File: config.mk
export PLATFORM = sky130hd
export DESIGN_NAME = nearest_face_tracker
export DESIGN_NICKNAME = d
export VERILOG_FILES = /design/src/hw/rtl/nft_pkg.sv /design/src/hw/rtl/nft_front.sv /design/src/hw/rtl/nft_queue.sv /design/src/hw/rtl/nft_back.sv /design/src/hw/rtl/nearest_face_tracker.sv
export SDC_FILE = /design/constraint.sdc
export NUM_CORES = 2
export LEC_CHECK = 0
export BUFFER_PORTS_ARGS = -buffer_cell sky130_fd_sc_hd__buf_4
export CORE_AREA = 2 2 371 373
export CTS_CLUSTER_DIAMETER = 80
export CTS_CLUSTER_SIZE = 24
export DETAILED_ROUTE_END_ITERATION = 10
export DIE_AREA = 0 0 373 375
export GPL_ROUTABILITY_DRIVEN = 0
export HOLD_SLACK_MARGIN = 0.1
export SYNTH_ARGS = -nofsm -noshare
export SYNTH_HDL_FRONTEND = slang
export SYNTH_HIERARCHICAL = 1
export SYNTH_SLANG_ARGS = --single-unit
File: constraint.sdc
create_clock -name clk -period 24.7 [get_ports clk]
set_clock_uncertainty 0.05 [all_clocks]
set_input_delay 7.41 -clock clk [delete_from_list [all_inputs] [get_ports clk]]
set_output_delay 7.41 -clock clk [all_outputs]
set_load 0.05 [all_outputs]
File: src/hw/rtl/nft_pkg.sv
package nft_pkg;

    // Coordinate and size formats
    localparam int COORD_BITS  = 12;
    localparam int SIZE_BITS   = COORD_BITS - 1;
    localparam int CENTRE_BITS = COORD_BITS + 1;
    localparam int DIFF_BITS   = COORD_BITS + 2;
    localparam int SCORE_BITS  = 26;
    localparam int BEAR_BITS   = 16;
    localparam int FW_BITS     = 11;
    localparam int PXD_BITS    = 12;
    localparam int BUCKET_BITS = 4;

    localparam int COORD_MAX = 2 ** (COORD_BITS - 1) - 1;
    localparam int COORD_MIN = -(2 ** (COORD_BITS - 1));

    localparam logic [SCORE_BITS-1:0]  SCORE_MAX   = '1;
    localparam int                     CLICK_HALF  = 50;
    localparam logic [SIZE_BITS-1:0]   CLICK_SIZE  = SIZE_BITS'(100);
    localparam int                     THRESHOLD_COUNT = 15;
    localparam logic [BUCKET_BITS-1:0] BUCKET_NONE = 4'd15;

    // Configuration reset values
    localparam logic [FW_BITS-1:0]  FRAME_WIDTH_RESET = 11'd960;
    localparam logic [PXD_BITS-1:0] PRINCIPAL_RESET   = 12'd1919;

    // Register index (paddr[2])
    localparam logic REG_FRAME_WIDTH = 1'b0;
    localparam logic REG_PRINCIPAL   = 1'b1;

    // Input op codes
    localparam logic [1:0] OP_FACE      = 2'd0;
    localparam logic [1:0] OP_FRAME_END = 2'd1;
    localparam logic [1:0] OP_LEFT      = 2'd2;
    localparam logic [1:0] OP_RIGHT     = 2'd3;

    // Item class decided by the front
    typedef enum logic [2:0] {
        KIND_CAND,
        KIND_CAND_LAST,
        KIND_FRAME_END,
        KIND_CLICK_LEFT,
        KIND_CLICK_RIGHT
    } kind_t;

    typedef struct packed {
        logic [1:0]                   op;
        logic signed [COORD_BITS-1:0] pos_x;
        logic signed [COORD_BITS-1:0] pos_y;
        logic [SIZE_BITS-1:0]         box_w;
        logic [SIZE_BITS-1:0]         box_h;
        logic                         last;
    } in_item_t;

    typedef struct packed {
        logic signed [COORD_BITS-1:0] face_x;
        logic signed [COORD_BITS-1:0] face_y;
        logic [SIZE_BITS-1:0]         face_w;
        logic [SIZE_BITS-1:0]         face_h;
        logic [BUCKET_BITS-1:0]       bearing_bucket;
        logic                         locked;
    } out_item_t;

    // Queue entry: box (or click seed) plus precomputed center
    typedef struct packed {
        kind_t                         kind;
        logic signed [COORD_BITS-1:0]  x;
        logic signed [COORD_BITS-1:0]  y;
        logic [SIZE_BITS-1:0]          w;
        logic [SIZE_BITS-1:0]          h;
        logic signed [CENTRE_BITS-1:0] cx;
        logic signed [CENTRE_BITS-1:0] cy;
    } q_item_t;

    typedef struct packed {
        logic [FW_BITS-1:0]  view_width;
        logic [PXD_BITS-1:0] principal_x_doubled;
    } cfg_t;

    // Bearing thresholds, ceil(3035.2046*tan(a)) for a = -26..30 deg in 4 deg steps
    function automatic logic signed [BEAR_BITS-1:0] bearing_thr(input logic [BUCKET_BITS-1:0] idx);
        logic signed [BEAR_BITS-1:0] t;
        unique case (idx)
            4'd0:    t = -16'sd1480;
            4'd1:    t = -16'sd1226;
            4'd2:    t = -16'sd986;
            4'd3:    t = -16'sd756;
            4'd4:    t = -16'sd535;
            4'd5:    t = -16'sd319;
            4'd6:    t = -16'sd105;
            4'd7:    t = 16'sd106;
            4'd8:    t = 16'sd320;
            4'd9:    t = 16'sd536;
            4'd10:   t = 16'sd757;
            4'd11:   t = 16'sd987;
            4'd12:   t = 16'sd1227;
            4'd13:   t = 16'sd1481;
            default: t = 16'sd1753;
        endcase
        return t;
    endfunction

endpackage

File: src/hw/rtl/nft_front.sv
module nft_front
    import nft_pkg::*;
(
    input  logic     item_valid,
    output logic     item_stall,
    input  in_item_t item,
    input  logic     q_full,
    output logic     q_push,
    output q_item_t  q_wdata
);

    logic signed [CENTRE_BITS-1:0] seed_x;
    logic signed [CENTRE_BITS-1:0] seed_y;
    logic signed [COORD_BITS-1:0]  sat_x;
    logic signed [COORD_BITS-1:0]  sat_y;

    // Transfer whenever the queue has room
    assign item_stall = q_full;
    assign q_push     = item_valid && !q_full;

    // Click seed: point minus half box, saturated to the coordinate range
    always_comb
    begin
        seed_x = CENTRE_BITS'(item.pos_x) - CENTRE_BITS'(CLICK_HALF);
        seed_y = CENTRE_BITS'(item.pos_y) - CENTRE_BITS'(CLICK_HALF);
        if (seed_x > COORD_MAX)
            sat_x = COORD_BITS'(COORD_MAX);
        else if (seed_x < COORD_MIN)
            sat_x = COORD_BITS'(COORD_MIN);
        else
            sat_x = COORD_BITS'(seed_x);
        if (seed_y > COORD_MAX)
            sat_y = COORD_BITS'(COORD_MAX);
        else if (seed_y < COORD_MIN)
            sat_y = COORD_BITS'(COORD_MIN);
        else
            sat_y = COORD_BITS'(seed_y);
    end

    // Classify and compute box centre
    always_comb
    begin
        q_wdata.x  = item.pos_x;
        q_wdata.y  = item.pos_y;
        q_wdata.w  = item.box_w;
        q_wdata.h  = item.box_h;
        q_wdata.cx = CENTRE_BITS'(item.pos_x)
                   + $signed(CENTRE_BITS'(item.box_w[SIZE_BITS-1:1]));
        q_wdata.cy = CENTRE_BITS'(item.pos_y)
                   + $signed(CENTRE_BITS'(item.box_h[SIZE_BITS-1:1]));
        unique case (item.op)
            OP_FACE:      q_wdata.kind = item.last ? KIND_CAND_LAST : KIND_CAND;
            OP_FRAME_END: q_wdata.kind = KIND_FRAME_END;
            OP_LEFT:
            begin
                q_wdata.kind = KIND_CLICK_LEFT;
                q_wdata.x    = sat_x;
                q_wdata.y    = sat_y;
            end
            OP_RIGHT:
            begin
                q_wdata.kind = KIND_CLICK_RIGHT;
                q_wdata.x    = sat_x;
                q_wdata.y    = sat_y;
            end
        endcase
    end

endmodule

File: src/hw/rtl/nft_queue.sv
module nft_queue
    import nft_pkg::*;
#(
    parameter int DEPTH = 4
)
(
    input  logic    clk,
    input  logic    rst_n,
    input  logic    push,
    input  q_item_t wdata,
    output logic    full,
    input  logic    pop,
    output logic    rd_valid,
    output q_item_t rdata
);

    localparam int PTR_W = (DEPTH > 1) ? $clog2(DEPTH) : 1;
    localparam int CNT_W = $clog2(DEPTH + 1);

    q_item_t           mem [DEPTH];
    logic [PTR_W-1:0]  wr_ptr_reg, wr_ptr_next;
    logic [PTR_W-1:0]  rd_ptr_reg, rd_ptr_next;
    logic [CNT_W-1:0]  count_reg, count_next;

    assign full     = (count_reg == CNT_W'(DEPTH));
    assign rd_valid = (count_reg != '0);
    assign rdata    = mem[rd_ptr_reg];

    // Pointer and fill count update
    always_comb
    begin
        wr_ptr_next = wr_ptr_reg;
        rd_ptr_next = rd_ptr_reg;
        count_next  = count_reg;
        if (push)
            wr_ptr_next = (wr_ptr_reg == PTR_W'(DEPTH - 1)) ? '0 : wr_ptr_reg + 1'b1;
        if (pop)
            rd_ptr_next = (rd_ptr_reg == PTR_W'(DEPTH - 1)) ? '0 : rd_ptr_reg + 1'b1;
        if (push && !pop)
            count_next = count_reg + 1'b1;
        else if (pop && !push)
            count_next = count_reg - 1'b1;
    end

    always_ff @(posedge clk or negedge rst_n)
    begin
        if (!rst_n)
        begin
            wr_ptr_reg <= '0;
            rd_ptr_reg <= '0;
            count_reg  <= '0;
        end
        else
        begin
            wr_ptr_reg <= wr_ptr_next;
            rd_ptr_reg <= rd_ptr_next;
            count_reg  <= count_next;
        end
    end

    // Entry storage
    always_ff @(posedge clk)
    begin
        if (push)
            mem[wr_ptr_reg] <= wdata;
    end

    a_count_bound: assert property (@(posedge clk) disable iff (!rst_n)
        count_reg <= CNT_W'(DEPTH))
        else $error("queue fill count above depth");

    a_no_overflow: assert property (@(posedge clk) disable iff (!rst_n)
        !(push && full))
        else $error("push into full queue");

    a_no_underflow: assert property (@(posedge clk) disable iff (!rst_n)
        !(pop && !rd_valid))
        else $error("pop from empty queue");

endmodule

File: src/hw/rtl/nft_back.sv
module nft_back
    import nft_pkg::*;
(
    input  logic      clk,
    input  logic      rst_n,
    input  cfg_t      cfg,
    input  logic      q_valid,
    input  q_item_t   q_item,
    output logic      q_pop,
    output logic      result_valid,
    input  logic      result_stall,
    output out_item_t result
);

    // Tracking state
    logic signed [COORD_BITS-1:0] prior_x_reg, prior_x_next;
    logic signed [COORD_BITS-1:0] prior_y_reg, prior_y_next;
    logic [SIZE_BITS-1:0]         prior_w_reg, prior_w_next;
    logic [SIZE_BITS-1:0]         prior_h_reg, prior_h_next;
    logic                         lock_reg, lock_next;
    logic                         have_best_reg, have_best_next;
    logic signed [COORD_BITS-1:0] best_x_reg, best_x_next;
    logic signed [COORD_BITS-1:0] best_y_reg, best_y_next;
    logic [SIZE_BITS-1:0]         best_w_reg, best_w_next;
    logic [SIZE_BITS-1:0]         best_h_reg, best_h_next;
    logic [SCORE_BITS-1:0]        best_score_reg, best_score_next;
    logic                         result_valid_reg, result_valid_next;
    out_item_t                    result_reg, result_next;

    logic is_cand, is_click, emits, out_free, fire;
    logic peripheral, better, take, adopt;
    logic signed [CENTRE_BITS-1:0] pcx, pcy, npcx;
    logic signed [DIFF_BITS-1:0]   dx, dy, off;
    logic [DIFF_BITS-1:0]          abs_off;
    logic signed [2*DIFF_BITS-1:0] sq_x, sq_y;
    logic [2*DIFF_BITS:0]          sq_dist;
    logic [SCORE_BITS-1:0]         score;
    logic signed [COORD_BITS-1:0]  np_x, np_y;
    logic [SIZE_BITS-1:0]          np_w, np_h;
    logic signed [BEAR_BITS-1:0]   bear;
    logic [BUCKET_BITS-1:0]        bucket;

    // Item class and flow control
    assign is_cand  = (q_item.kind == KIND_CAND) || (q_item.kind == KIND_CAND_LAST);
    assign is_click = (q_item.kind == KIND_CLICK_LEFT) || (q_item.kind == KIND_CLICK_RIGHT);
    assign emits    = (q_item.kind == KIND_CAND_LAST) || (q_item.kind == KIND_FRAME_END);
    assign out_free = !result_valid_reg || !result_stall;
    assign fire     = q_valid && (!emits || out_free);
    assign q_pop    = fire;

    // Candidate score: offset from frame center, or squared distance to prior center
    always_comb
    begin
        peripheral = (prior_x_reg == '0);
        pcx  = CENTRE_BITS'(prior_x_reg) + $signed(CENTRE_BITS'(prior_w_reg[SIZE_BITS-1:1]));
        pcy  = CENTRE_BITS'(prior_y_reg) + $signed(CENTRE_BITS'(prior_h_reg[SIZE_BITS-1:1]));
        dx   = DIFF_BITS'(q_item.cx) - DIFF_BITS'(pcx);
        dy   = DIFF_BITS'(q_item.cy) - DIFF_BITS'(pcy);
        sq_x = dx * dx;
        sq_y = dy * dy;
        sq_dist = (2*DIFF_BITS+1)'($unsigned(sq_x)) + (2*DIFF_BITS+1)'($unsigned(sq_y));
        off  = DIFF_BITS'(q_item.cx)
             - $signed(DIFF_BITS'(cfg.view_width[FW_BITS-1:1]));
        abs_off = off[DIFF_BITS-1] ? $unsigned(-off) : $unsigned(off);
        if (peripheral)
            score = SCORE_BITS'(abs_off);
        else if (sq_dist > (2*DIFF_BITS+1)'(SCORE_MAX))
            score = SCORE_MAX;
        else
            score = sq_dist[SCORE_BITS-1:0];
        if (!have_best_reg)
            better = 1'b1;
        else if (peripheral)
            better = score > best_score_reg;
        else
            better = score < best_score_reg;
        take = is_cand && !lock_reg && better;
    end

    // Prior box after a frame end, and its bearing bucket
    always_comb
    begin
        adopt = !lock_reg && (have_best_reg || take);
        np_x  = prior_x_reg;
        np_y  = prior_y_reg;
        np_w  = prior_w_reg;
        np_h  = prior_h_reg;
        if (adopt)
        begin
            np_x = take ? q_item.x : best_x_reg;
            np_y = take ? q_item.y : best_y_reg;
            np_w = take ? q_item.w : best_w_reg;
            np_h = take ? q_item.h : best_h_reg;
        end
        npcx = CENTRE_BITS'(np_x) + $signed(CENTRE_BITS'(np_w[SIZE_BITS-1:1]));
        bear = (BEAR_BITS'(npcx) <<< 2)
             - $signed(BEAR_BITS'(cfg.principal_x_doubled));
        // first threshold above the bearing wins
        bucket = BUCKET_NONE;
        for (int i = THRESHOLD_COUNT - 1; i >= 0; i--)
        begin
            if (bear < bearing_thr(BUCKET_BITS'(i)))
                bucket = BUCKET_BITS'(i);
        end
    end

    // Next state
    always_comb
    begin
        prior_x_next      = prior_x_reg;
        prior_y_next      = prior_y_reg;
        prior_w_next      = prior_w_reg;
        prior_h_next      = prior_h_reg;
        lock_next         = lock_reg;
        have_best_next    = have_best_reg;
        best_x_next       = best_x_reg;
        best_y_next       = best_y_reg;
        best_w_next       = best_w_reg;
        best_h_next       = best_h_reg;
        best_score_next   = best_score_reg;
        result_valid_next = result_valid_reg && result_stall;
        result_next       = result_reg;
        if (fire)
        begin
            unique case (q_item.kind)
                KIND_CAND:
                begin
                    if (take)
                    begin
                        best_x_next     = q_item.x;
                        best_y_next     = q_item.y;
                        best_w_next     = q_item.w;
                        best_h_next     = q_item.h;
                        best_score_next = score;
                        have_best_next  = 1'b1;
                    end
                end
                KIND_CAND_LAST, KIND_FRAME_END:
                begin
                    prior_x_next      = np_x;
                    prior_y_next      = np_y;
                    prior_w_next      = np_w;
                    prior_h_next      = np_h;
                    have_best_next    = 1'b0;
                    best_score_next   = '0;
                    result_valid_next = 1'b1;
                    result_next.face_x         = np_x;
                    result_next.face_y         = np_y;
                    result_next.face_w         = np_w;
                    result_next.face_h         = np_h;
                    result_next.bearing_bucket = bucket;
                    result_next.locked         = lock_reg;
                end
                KIND_CLICK_LEFT, KIND_CLICK_RIGHT:
                begin
                    prior_x_next   = q_item.x;
                    prior_y_next   = q_item.y;
                    prior_w_next   = CLICK_SIZE;
                    prior_h_next   = CLICK_SIZE;
                    lock_next      = (q_item.kind == KIND_CLICK_RIGHT);
                    have_best_next = 1'b0;
                end
                default:
                begin
                end
            endcase
        end
    end

    // Control and tracked state
    always_ff @(posedge clk or negedge rst_n)
    begin
        if (!rst_n)
        begin
            prior_x_reg      <= '0;
            prior_y_reg      <= '0;
            prior_w_reg      <= '0;
            prior_h_reg      <= '0;
            lock_reg         <= 1'b0;
            have_best_reg    <= 1'b0;
            result_valid_reg <= 1'b0;
        end
        else
        begin
            prior_x_reg      <= prior_x_next;
            prior_y_reg      <= prior_y_next;
            prior_w_reg      <= prior_w_next;
            prior_h_reg      <= prior_h_next;
            lock_reg         <= lock_next;
            have_best_reg    <= have_best_next;
            result_valid_reg <= result_valid_next;
        end
    end

    // Payload, qualified by have_best / result_valid
    always_ff @(posedge clk)
    begin
        best_x_reg     <= best_x_next;
        best_y_reg     <= best_y_next;
        best_w_reg     <= best_w_next;
        best_h_reg     <= best_h_next;
        best_score_reg <= best_score_next;
        result_reg     <= result_next;
    end

    assign result_valid = result_valid_reg;
    assign result       = result_reg;

    a_click_drops_best: assert property (@(posedge clk) disable iff (!rst_n)
        fire && is_click |=> !have_best_reg)
        else $error("running best survived a click");

    a_result_source: assert property (@(posedge clk) disable iff (!rst_n)
        $rose(result_valid_reg) |-> $past(fire && emits))
        else $error("result raised without a frame end");

    a_lock_holds_prior: assert property (@(posedge clk) disable iff (!rst_n)
        lock_reg && fire && is_cand |=>
            prior_x_reg == $past(prior_x_reg) && prior_w_reg == $past(prior_w_reg))
        else $error("prior box moved while locked");

endmodule

File: src/hw/rtl/nearest_face_tracker.sv
// Nearest face tracker.
// item channel: one transfer per candidate box or command (face, frame end,
// left click, right click). result channel: one transfer per frame end,
// carrying the tracked box, bearing bucket and lock flag.
// Both channels use valid/stall; a transfer happens when valid is high and
// stall is low.
// Configuration over APB: frame width at 0x0, doubled principal column at 0x4,
// write only while idle. pready is tied high.
// Throughput: one item per cycle while item_stall is low. The front
// classifies the item and forms the box center into a QUEUE_DEPTH entry
// queue; the back scores it (two 14x14 squares and a compare against the
// running best) combinationally. A frame end passes through the queue and
// then the result register before its result is offered.
// When the result side stalls, the result register holds and the back stops at
// the next frame end; the queue fills and item_stall rises once it is full.
// Reset clears the tracked box, lock and running best, and restores the
// configuration to 960 and 1919.
module nearest_face_tracker
    import nft_pkg::*;
#(
    parameter int QUEUE_DEPTH = 4
)
(
    input  logic        clk,
    input  logic        rst_n,
    input  logic        item_valid,
    output logic        item_stall,
    input  in_item_t    item,
    output logic        result_valid,
    input  logic        result_stall,
    output out_item_t   result,
    input  logic        psel,
    input  logic        penable,
    input  logic        pwrite,
    input  logic [2:0]  paddr,
    input  logic [31:0] pwdata,
    output logic [31:0] prdata,
    output logic        pready
);

    logic [FW_BITS-1:0]  view_width_reg, view_width_next;
    logic [PXD_BITS-1:0] principal_reg, principal_next;
    cfg_t                cfg;
    logic                cfg_write;

    logic    q_full, q_push, q_pop, q_valid;
    q_item_t q_wdata, q_rdata;

    // Register file
    assign pready    = 1'b1;
    assign cfg_write = psel && penable && pwrite;

    always_comb
    begin
        view_width_next = view_width_reg;
        principal_next  = principal_reg;
        if (cfg_write)
        begin
            unique case (paddr[2])
                REG_FRAME_WIDTH: view_width_next = pwdata[FW_BITS-1:0];
                REG_PRINCIPAL:   principal_next  = pwdata[PXD_BITS-1:0];
            endcase
        end
    end

    always_comb
    begin
        unique case (paddr[2])
            REG_FRAME_WIDTH: prdata = 32'(view_width_reg);
            REG_PRINCIPAL:   prdata = 32'(principal_reg);
        endcase
    end

    always_ff @(posedge clk or negedge rst_n)
    begin
        if (!rst_n)
        begin
            view_width_reg <= FRAME_WIDTH_RESET;
            principal_reg  <= PRINCIPAL_RESET;
        end
        else
        begin
            view_width_reg <= view_width_next;
            principal_reg  <= principal_next;
        end
    end

    assign cfg.view_width          = view_width_reg;
    assign cfg.principal_x_doubled = principal_reg;

    // Front: accept and classify
    nft_front u_front
    (
        .item_valid (item_valid),
        .item_stall (item_stall),
        .item       (item),
        .q_full     (q_full),
        .q_push     (q_push),
        .q_wdata    (q_wdata)
    );

    // Decoupling queue
    nft_queue #(
        .DEPTH (QUEUE_DEPTH)
    ) u_queue
    (
        .clk      (clk),
        .rst_n    (rst_n),
        .push     (q_push),
        .wdata    (q_wdata),
        .full     (q_full),
        .pop      (q_pop),
        .rd_valid (q_valid),
        .rdata    (q_rdata)
    );

    // Back: scoring, tracking and result register
    nft_back u_back
    (
        .clk          (clk),
        .rst_n        (rst_n),
        .cfg          (cfg),
        .q_valid      (q_valid),
        .q_item       (q_rdata),
        .q_pop        (q_pop),
        .result_valid (result_valid),
        .result_stall (result_stall),
        .result       (result)
    );

endmodule

After elaboration in Yosys (flattened, before gate mapping). Memory sizes are Yosys's and may differ from the RTL's. Index checks and enable logic that the tools add are counted. Widths: inputs -> output; s select.

Word-level logic and storage cells: 176. Register bits after elaboration: 202. Memories kept: 1. Bits in writable memories: 300. Latch bits: 0. Output and inout port bits: 86. Bits in read-only memories: 0.

Shift operators: 0. Reduce and logical (&&, ||, !) cells: 45. Magnitude comparators: 22. Mux-type cells: 51. $add $sub $neg: 17. Bitwise gates (word level): 1. Eq/ne operators: 11. Multiply operators: 2. Divide/modulo/power cells: 0.

Memory list: u_queue.mem (words 4, bits a word 75, rd ports 1, clocked after memory_dff 0, wr ports 1, RTL line nft_queue.sv:20) `q_item_t mem [DEPTH];`.

Operators with widths (number): $lt 16x11->1 const B (6); $mux 12 (8); $lt 16x12->1 const B (5); $mux 26 (3); $add 12x11->13 (5); $pmux 32 s2 (1); $mul 14x14->28 (2); $pmux 26 s2 (1); $pmux 12 s2 (2); $mux 11 (4); $pmux 11 s2 (2); $lt 16x10->1 const B (2); $lt 16x8->1 const B (2); $mux 3 (10); $add 28x28->29 (1); $gt 29x26->1 const B (1); $sub 13x13->14 (2); $gt 13x12->1 const B (2); $gt 26x26->1 (1); $lt 13x12->1 const B (2); $lt 26x26->1 (1); $sub 12x7->13 const B (2); $mux 24 (1); $sub 15x13->16 (1); other kinds (30) (82).

Depth between registers and ports, before layout.
Depth in word-level cells: 31. Gate-level depth with buffers: 88. Mapped depth without buffers: 82.

Hierarchy. Netlist, hierarchy kept.

By module, submodules not included: nft_back (sequential area each 4919.7 µm², area each 26168.8 µm², times used 1, cells each 2834); nft_queue (sequential area each 9183.8 µm², area each 11263.3 µm², times used 1, cells each 429); nft_front (sequential area each 0.0 µm², area each 1941.9 µm², times used 1, cells each 285); nearest_face_tracker (sequential area each 593.1 µm², area each 1248.7 µm², times used 1, cells each 86).

Worst setup path after synthesis. OpenSTA, ideal clock, no wires.

Path type: reg-to-reg. Start point: register u_queue.rd_ptr_reg[0]. End point: register u_back.best_score_reg[0], enable pin. Data required time: 24.099 ns. Library setup time: 0.551 ns. Data arrival time: 18.211 ns. Slack: 5.888 ns. Stages on the path, launching flop included: 56. Cell sequence: dfrtp_1 > buf_6 > buf_12 > mux4_2 > fa_1 > inv_1 > ha_1 > or2_2 > fa_1 > a21o_1 > a21oi_1 > o21bai_1 > a21oi_1 > o21bai_1 > a21oi_1 > nor2b_1 > o21a_1 > nor2_1 > [20 not listed] > a21oi_1 > xnor2_1 > ha_1 > or4_1 > nor3_1 > clkbuf_1 > a22oi_1 > ha_1 > nand4_1 > a211oi_1 > a2111o_1 > a211oi_2 > mux2_4 > a21oi_1 > buf_2 > buf_1 > nor3_1 > a2111oi_0.

RTL lines: start, declared (RTL line nft_queue.sv:22) `logic [PTR_W-1:0] rd_ptr_reg, rd_ptr_next;`; start signal, assigned (RTL line nft_queue.sv:56) `rd_ptr_reg <= rd_ptr_next;`; end signal, assigned (RTL line nft_back.sv:202) `best_score_reg <= best_score_next;`; end, declared (RTL line nft_back.sv:26) `logic [SCORE_BITS-1:0] best_score_reg, best_score_next;`.

==> run metrics <==
status=completed; Overflow after GRT=0; die height=375 um; CTS max path bufs=3; largest net degree at the start of global routing=57; Worst Setup Start Kind=flop; most common cell after layout, fill and taps aside=inv_1; H-tree levels=1; Final min period=21.40 ns; max-slew violations=0; Root Buffer=clkbuf_16; Mapped Avg Cell Area=11.2 um^2; multi-input logic area=22800 um^2; adder-cell share of the synthesized area=0.272; Post-CTS Hold Buffers=0; Compound-Gate Fraction of Synth Area=0.0828; max incr delay on CP=0.71 ns; Cell variety after synth=91; critical path class=reg2reg; initial core utilization=0.298; Max Cap Viol=0; TNS Setup=0 ns; synth top area cells=edfxtp_1 31%, fa_1 18%, ha_1 8.9%; clk slew on worst S/H paths=0.09 ns; main flop type after synthesis=edfxtp_1; Fin. Hold Viols=0; die width=373 um; fin nets=4483; fillers=13690; register area share after synthesis=0.362; ANT nets after route=0; most frequent cells in the layout=644 x inv_1, 423 x edfxtp_1, 372 x fa_1; clock latency on the worst-skew pair=0.60 ns; Worst Path Arrival=21.77 ns; achievable frequency=0.0467 GHz; Syn Inst Count=3634; sequential standard cell area=14700 um^2; Via density=4.72; I/O pin count=177; DRC Markers=0; WL/cell=17.2 um; Worst-Margin Slew=1.18 ns; synth warn=6; CP Max Fanout=32; post-detail-place hpwl=74000 um; ys async rst share=0.157; Ant. Diodes=0; post-synth top area share=0.313; final WL=95500 um; clock sinks=502; number of enable flip-flop cells after synthesis=423; TritonCTS Buffers=27; max FFs per register=300; setup bufs post-CTS=0; Critical path buffers and inverters=6; CP Capture Type=flop; 1st-pass router iterations=6; number of global-route vias before repair=26743; unrepaired setup endpoints after global routing=false; slowest stage cell, crit path=dfrtp_4; Overall Global Routing Usage=0.136; post-synthesis simple-gate area fraction=0.0908; Post-Syn Area=40600 um^2; layout cells sized above 1=0.118; vias=26167; antenna violations before repair=0; PortBufs=133; CP Data Required Time=25.07 ns; first-pass GRT wire length=151000 um; initial DRC count=1743; Area Overhead vs Synth=9.32%; CTS resizes=0; worst min-delay path category=reg2reg; mux contribution to synthesized area=0.0740; #FFs+latches synth=502; CTS tree=yes; period utilization=0.866; combinational family with the most area after synthesis=adder cells; total die area=140000 um^2; core area=136000 um^2; Rel. slew slack=0.208; Synth area leader=edfxtp_1; Post-Synth XOR/XNOR Area=0.0392; delay-heaviest family, CP=compound AO/OA/AOI/OAI gates; setup violators final=0; placement row count=136
## final timing paths
kind                                              startpoint                                end  slack (ns)  cells past startpoint
max                        u_queue/rd_ptr_reg[0]$_DFFE_PN0P_     u_back/result[1]$_SDFFCE_PP0P_        3.30                     73
min                        u_back/prior_y_reg[5]$_DFFE_PN0P_  u_back/prior_y_reg[5]$_DFFE_PN0P_        0.44                      2
max reg2reg                u_queue/rd_ptr_reg[0]$_DFFE_PN0P_     u_back/result[1]$_SDFFCE_PP0P_        3.30                     73
min reg2reg                u_back/prior_y_reg[5]$_DFFE_PN0P_  u_back/prior_y_reg[5]$_DFFE_PN0P_        0.44                      2
max in group asynchronous                              rst_n  u_queue/rd_ptr_reg[0]$_DFFE_PN0P_       16.67                      2
min in group asynchronous                              rst_n     view_width_reg[10]$_DFFE_PN0P_        6.69                      1
## tightest hold or removal path, cell delays in order, from the launching register on
cell and delay (ns):
dfrtp_1 0.35, nand2_1 0.04, o21ai_0 0.06
## Yosys cell counts, types with 20 or more instances
master,instances
mux4_2,75
inv_1,644
a21o_1,44
fa_1,372
and2_1,50
clkbuf_1,50
edfxtp_1,423
buf_4,48
nor2_1,278
o21a_1,25
nand2_1,231
a21oi_1,172
dfrtp_1,65
xnor2_1,126
o21ai_0,117
mux2_2,80
xor2_1,56
ha_1,288
or3_1,20
mux2i_1,25
nand3_1,46
o21bai_1,20
nor2b_1,30
nor3_1,46
## cells by family after synthesis
kind of cell	after synthesis
AOI/OAI and AO/OA	526
xor gates and xnor gates	182
adders and majority gates	660
buffers and inverters	780
DFF	502
muxes	191
other	2
and+or+nand+nor	791
## routing by layer
| layer | up-vias | track usage | wire [um] |
|---|---|---|---|
| met4 | 0 | 0.0255 | 1640 |
| met2 | 576 | 0.235 | 46400 |
| met5 | - | 0 | 0 |
| met3 | 86 | 0.0115 | 4070 |
| met1 | 13157 | 0.188 | 43300 |
| li1 | 12348 | - | - |
## metrics by stage
step | setup slack [ns] | hold WS [ns] | instance area [um^2] | utilization | std cells
detailed placement | 3.37 | 0.420 | 43600 | 0.320 | 5497
finish | 3.30 | 0.437 | 44400 | 0.326 | 5546
global route | 1.95 | 0.474 | 44400 | 0.326 | 5546
floorplan | 5.89 | 0.399 | 40700 | - | 3653
CTS | 3.26 | 0.442 | 44400 | 0.326 | 5546
global placement | 3.49 | 0.412 | 43600 | 0.320 | 5497
## layout make-up
| cell class | instances | share of cell area |
|---|---|---|
| clock inverters | 6 | 0.00208 |
| clock buffers | 43 | 0.0170 |
| repair buffers | 175 | 0.0296 |
| flip-flops and latches | 502 | 0.331 |
| inverters | 655 | 0.0554 |
| multi-input cells | 2371 | 0.514 |
| well taps | 1794 | 0.0505 |
Power is left out: the tool's default activity adds up to more than one toggle a clock period on the data nets, which glitch-free logic cannot reach.
